### src/rtl/assert_macros.svh
// assertion helpers shared by the tachometer modules
// each macro expects clk and rst_n in scope
`ifndef ASSERT_MACROS_SVH
`define ASSERT_MACROS_SVH

// same-cycle implication
`define FT_ASSERT_IMP(label, ante, cons) \
    label: assert property (@(posedge clk) disable iff (!rst_n) (ante) |-> (cons)) \
        else $error("assertion failed: same-cycle implication");

// next-cycle implication
`define FT_ASSERT_NEXT(label, ante, cons) \
    label: assert property (@(posedge clk) disable iff (!rst_n) (ante) |=> (cons)) \
        else $error("assertion failed: next-cycle implication");

`endif

### src/rtl/fantach_pkg.sv
package fantach_pkg;

    // sizes
    localparam int CHANNELS    = 4;
    localparam int CH_BITS     = 2;
    localparam int RING_DEPTH  = 16;
    localparam int RING_BITS   = $clog2(RING_DEPTH);
    localparam int COUNT_BITS  = $clog2(RING_DEPTH + 1);
    localparam int SHIFT_BITS  = $clog2(RING_DEPTH);
    localparam int TIME_BITS   = 48;
    localparam int PERIOD_BITS = 18;
    localparam int ROW_BITS    = PERIOD_BITS + 1;
    localparam int M2_BITS     = PERIOD_BITS + 1;
    localparam int PPR_BITS    = 4;
    localparam int DEN_BITS    = M2_BITS + PPR_BITS;
    localparam int NUM_BITS    = 31;
    localparam int DIV_CNT_BITS = $clog2(NUM_BITS + 1);
    localparam int RPM_BITS    = 17;
    localparam int MEM_DEPTH   = CHANNELS * RING_DEPTH;
    localparam int ADDR_BITS   = CH_BITS + RING_BITS;
    localparam int QDEPTH      = 2;
    localparam int QPTR_BITS   = 1;
    localparam int QCNT_BITS   = 2;
    localparam int EMA_BITS    = 20;
    localparam int DIV5_SHIFT  = 24;
    localparam int DIV5_BITS   = 22;
    localparam int PROD_BITS   = EMA_BITS + DIV5_BITS;

    // arithmetic constants
    localparam logic [NUM_BITS-1:0]    RPM_NUM   = 31'd1920000000;
    localparam logic [RPM_BITS-1:0]    RPM_MAX   = 17'h1FFFF;
    localparam logic [DIV5_BITS-1:0]   DIV5_MUL  = 22'd3355444;
    localparam logic [1:0]             SKIP_AFTER_SELECT = 2'd2;
    localparam logic [ROW_BITS-1:0]    ROW_EMPTY = ROW_BITS'(1) << PERIOD_BITS;
    localparam logic [PERIOD_BITS-1:0] PERIOD_MAX = '1;
    localparam logic [TIME_BITS-1:0]   TIME_MAX  = '1;

    // request codes on the input channel
    localparam logic [1:0] REQ_EDGE    = 2'd0;
    localparam logic [1:0] REQ_MEASURE = 2'd1;
    localparam logic [1:0] REQ_SELECT  = 2'd2;

    // register indexes
    localparam logic [2:0] CFG_MIN_LOW    = 3'd0;
    localparam logic [2:0] CFG_MIN_PERIOD = 3'd1;
    localparam logic [2:0] CFG_MAX_PERIOD = 3'd2;
    localparam logic [2:0] CFG_STOP_TO    = 3'd3;
    localparam logic [2:0] CFG_BLANK      = 3'd4;
    localparam logic [2:0] CFG_MIN_SAMP   = 3'd5;
    localparam logic [2:0] CFG_PPR        = 3'd6;
    localparam logic [2:0] CFG_EPS        = 3'd7;

    typedef enum logic [1:0] {
        OP_EDGE,
        OP_MEASURE,
        OP_SELECT
    } op_t;

    typedef struct packed {
        op_t                  op;
        logic [CH_BITS-1:0]   ch;
        logic [TIME_BITS-1:0] now;
        logic                 level;
    } item_t;

    typedef struct packed {
        logic [15:0]          min_low_width_us;
        logic [17:0]          min_period_us;
        logic [17:0]          max_period_us;
        logic [23:0]          stop_timeout_us;
        logic [15:0]          switch_blank_us;
        logic [4:0]           min_samples;
        logic [PPR_BITS-1:0]  pulses_per_rev;
        logic [15:0]          change_eps_q4;
    } cfg_t;

    typedef enum logic [3:0] {
        ST_IDLE,
        ST_EXEC,
        ST_EDGE,
        ST_STOPCHK,
        ST_LOAD,
        ST_SHIFT,
        ST_MUL,
        ST_DIVGO,
        ST_DIV,
        ST_EMA,
        ST_EMA_DIV,
        ST_REPORT,
        ST_INVALID,
        ST_OUT
    } back_state_t;

endpackage

### src/rtl/fantach_front.sv
`include "assert_macros.svh"

module fantach_front (
    input  logic                             clk,
    input  logic                             rst_n,
    input  logic                             req_valid,
    output logic                             req_stall,
    input  logic [1:0]                       req_type,
    input  logic [fantach_pkg::CH_BITS-1:0]  channel,
    input  logic [fantach_pkg::TIME_BITS-1:0] now_us,
    input  logic                             level,
    output logic                             q_valid,
    output fantach_pkg::item_t               q_item,
    input  logic                             q_pop
);
    import fantach_pkg::*;

    item_t                 fifo_reg [QDEPTH];
    logic [QPTR_BITS-1:0]  wr_ptr_reg;
    logic [QPTR_BITS-1:0]  rd_ptr_reg;
    logic [QCNT_BITS-1:0]  count_reg;
    logic                  accept;
    logic                  keep;
    logic                  push;
    item_t                 item_in;

    // classify the request, reserved type is dropped here
    always_comb
    begin
        keep = 1'b1;
        item_in.op = OP_EDGE;
        case (req_type)
            REQ_EDGE:    item_in.op = OP_EDGE;
            REQ_MEASURE: item_in.op = OP_MEASURE;
            REQ_SELECT:  item_in.op = OP_SELECT;
            default:     keep = 1'b0;
        endcase
        item_in.ch    = channel;
        item_in.now   = now_us;
        item_in.level = level;
    end

    assign req_stall = count_reg == QCNT_BITS'(QDEPTH);
    assign accept    = req_valid && !req_stall;
    assign push      = accept && keep;
    assign q_valid   = count_reg != '0;
    assign q_item    = fifo_reg[rd_ptr_reg];

    // queue pointers
    always_ff @(posedge clk or negedge rst_n)
    begin
        if (!rst_n)
        begin
            wr_ptr_reg <= '0;
            rd_ptr_reg <= '0;
            count_reg  <= '0;
        end
        else
        begin
            if (push)
                wr_ptr_reg <= wr_ptr_reg + 1'b1;
            if (q_pop)
                rd_ptr_reg <= rd_ptr_reg + 1'b1;
            if (push && !q_pop)
                count_reg <= count_reg + 1'b1;
            else if (q_pop && !push)
                count_reg <= count_reg - 1'b1;
        end
    end

    // queue storage
    always_ff @(posedge clk)
    begin
        if (push)
            fifo_reg[wr_ptr_reg] <= item_in;
    end

    `FT_ASSERT_IMP(a_count_bound, 1'b1, count_reg <= QCNT_BITS'(QDEPTH))
    `FT_ASSERT_NEXT(a_push_grows, push && !q_pop, count_reg == $past(count_reg) + 2'd1)
    `FT_ASSERT_NEXT(a_pop_shrinks, q_pop && !push, count_reg == $past(count_reg) - 2'd1)

endmodule

### config.mk
export PLATFORM = sky130hd
export DESIGN_NAME = fantach_front
export DESIGN_NICKNAME = d
export VERILOG_FILES = /design/src/rtl/fantach_pkg.sv /design/src/rtl/fantach_front.sv
export VERILOG_INCLUDE_DIRS = /design/src /design/src/rtl
export SDC_FILE = /design/constraint.sdc
export NUM_CORES = 1
export LEC_CHECK = 0
export ABC_AREA = 1
export BUFFER_PORTS_ARGS = -buffer_cell sky130_fd_sc_hd__buf_4
export CORE_MARGIN = 8
export CORE_UTILIZATION = 52
export DETAILED_ROUTE_END_ITERATION = 10
export PLACE_DENSITY = 0.76
export SLEW_MARGIN = 20
export SYNTH_ARGS = -nofsm -noshare
export SYNTH_HDL_FRONTEND = slang
export SYNTH_SLANG_ARGS = --single-unit
export TNS_END_PERCENT = 5
### constraint.sdc
create_clock -name clk -period 4.7 [get_ports clk]
set_clock_uncertainty 0.2 [all_clocks]
set_input_delay 0.94 -clock clk [delete_from_list [all_inputs] [get_ports clk]]
set_output_delay 0.94 -clock clk [all_outputs]
set_load 0.05 [all_outputs]
==> impl_metrics.ini <==
[outcome]
status = complete, no violations

[critical_path]
crit_arrival_ps = 2080
cp.required_ps = 3560
critPathCaptureType = primary output
critPathKind = reg2out
startpoint_type = register
crit_fanout = 54

[clock_network]
h-tree-depth = 3
cts_resized = 0
clk_latency_ps = 350
clock_path_buffers = 2
path_clk_slew_ps = 90
cts_hold_repair.buffers = 0
post-cts-setup-buffers = 0
cts.sinks = 110
cts_tree = done
numCtsBuffers = 9
cts_root_buf = clkbuf_8

[placement]
gp_congestion = 0.707
place_hpwl_um = 5420
port_buffers = 111

[synthesis]
ys_seq_area_share_pct = 76.1
syn_nets = 257
syn_area_sq_mm = 0.00431
synth_seq_cells = 110
ys_warn_count = 0
synth_cell_type_count = 14
synth_cells = 199
syn_area_per_cell_sq_um = 21.7

[global_route]
grt_pass1_wl_um = 11600
grt_overflow = 0
grt_use_total_pct = 13.3
grt_pass1_vias = 2272
grt_start_max_net_pins = 55
antenna_found_initial = 0

[sta]
layout_min_cycle_time_ps = 3220
finalSetupTns_ps = 0
timing.fmax_mhz = 310
hold_viol_final = 0
worst_pin_slew_ps = 991
slew_violations = 0
hold_slack_ps = 166
period_share_pct = 68.5
rsz0062_at_grt = no
slew_headroom_pct = 33.9
setup_violations = 0

[drt]
post-route-drc-count = 0
drtPass1Iterations = 4
route.met3.wl_um = 619
drt_iter0_drc = 69
avgRoutedWirePerCell_um = 17.9
drt-met1-wl_um = 2930
drtAntennaViolNets = 0
wl_met2_um = 4020
via_count = 2112
top_layer = met4
vias_per_cell = 4.93
wl_um = 7650

[run]
maxCapViolations = 0

[pwr]
ir_drop_v = 0.000431
p_leak_uw = 0.00221
finalPower_uw = 3640
powerDensity_mw_per_mm2 = 671

[die]
die_area_sq_mm = 0.0115
fp.dieW_um = 107
die_h_um = 107
row_count = 33
core-area_sq_mm = 0.00813
initial_core_util_pct = 53.0
io_pins = 112

[cells_and_area]
largest_reg_flops = 106
final_common_cell = buf_4
final_nets = 376
most-common-layout-cells = buf_4 (114), edfxtp_1 (106), mux2_4 (49)
antenna_cells = 0
nFillCells = 549
multi_input_area_sq_um = 886
drive_above_1_share_pct = 57.3
area_growth_pct = 25.6
register_area_sq_mm = 0.00329

[worst_hold_path]
hold_path_class = in2async
Yosys cell counts:
library cell  number  area [sq um]
buf_12             5           100
buf_6              1          11.3
dfrtp_1            4           100
edfxtp_1         106          3180
ha_1               1          12.5
inv_1             11          41.3
mux2_2             4          45.0
mux2_4            49           736
nand2_1            9          33.8
nand3_1            2          10.0
nand4_1            2          12.5
nor2_1             3          11.3
xnor2_1            1          8.76
xor2_1             1          8.76
cell families (layout without fill, tap and decap cells):
| logic type | count (synthesis) | after routing | share of synthesized area (%) |
|---|---|---|---|
| XOR/XNOR | 2 | 2 | 0.406 |
| adder cells (fa/ha/maj) | 1 | 1 | 0.290 |
| buffers and inverters | 17 | 141 | 3.54 |
| flip-flops | 110 | 110 | 76.1 |
| multiplexers | 53 | 53 | 18.1 |
| AND/OR/NAND/NOR | 16 | 16 | 1.57 |
per-stage QoR:
| step | area, sq um | std cells | setup slack [ps] | util (%) |
|---|---|---|---|---|
| after floorplan | 4310 | 199 | 682 | - |
| after global placement | 5200 | 412 | 1850 | 63.9 |
| after detailed placement | 5200 | 412 | 1840 | 63.9 |
| after CTS | 5420 | 428 | 1430 | 66.6 |
| after global routing | 5420 | 428 | 1380 | 66.6 |
| final | 5420 | 428 | 1480 | 66.6 |
final cells by class:
| cell class | count | area share (%) |
|---|---|---|
| Clock buffer | 9 | 2.29 |
| Clock inverter | 7 | 1.73 |
| Inverter | 11 | 0.762 |
| Multi-Input combinational cell | 72 | 16.3 |
| Sequential cell | 110 | 60.7 |
| Tap cell | 105 | 2.42 |
| Timing Repair Buffer | 114 | 15.8 |
worst max-delay path, cell delays in order (launching register included):
cell and delay [ps]:
dfrtp_4 1100, mux2_2 420, buf_4 190
where the power goes:
group | switching [uW] | internal [uW] | total (uW)
Clock | 296 | 301 | 598
Combinational | 970 | 618 | 1590
Sequential | 170 | 1280 | 1450
worst paths after layout:
kind | slack (ps) | depth (start not counted) | from | to
max | 1480 | 2 | rd_ptr_reg | q_item[41]
max reg2reg | 2430 | 5 | count_reg[0] | fifo_reg[0][38]
max in group asynchronous | 4010 | 1 | rst_n | rd_ptr_reg
min | 170 | 1 | rst_n | wr_ptr_reg
min reg2reg | 310 | 2 | wr_ptr_reg | wr_ptr_reg
min in group clk | 310 | 2 | wr_ptr_reg | wr_ptr_reg
per-layer routing:
layer | up-vias | GRT usage [%]
li1 | 992 | -
met3 | 10 | 5.16
met4 | 0 | 5.13
met2 | 77 | 22.7
met1 | 1033 | 14.5
met5 | - | 0
Power figures use the tool's default switching activity.
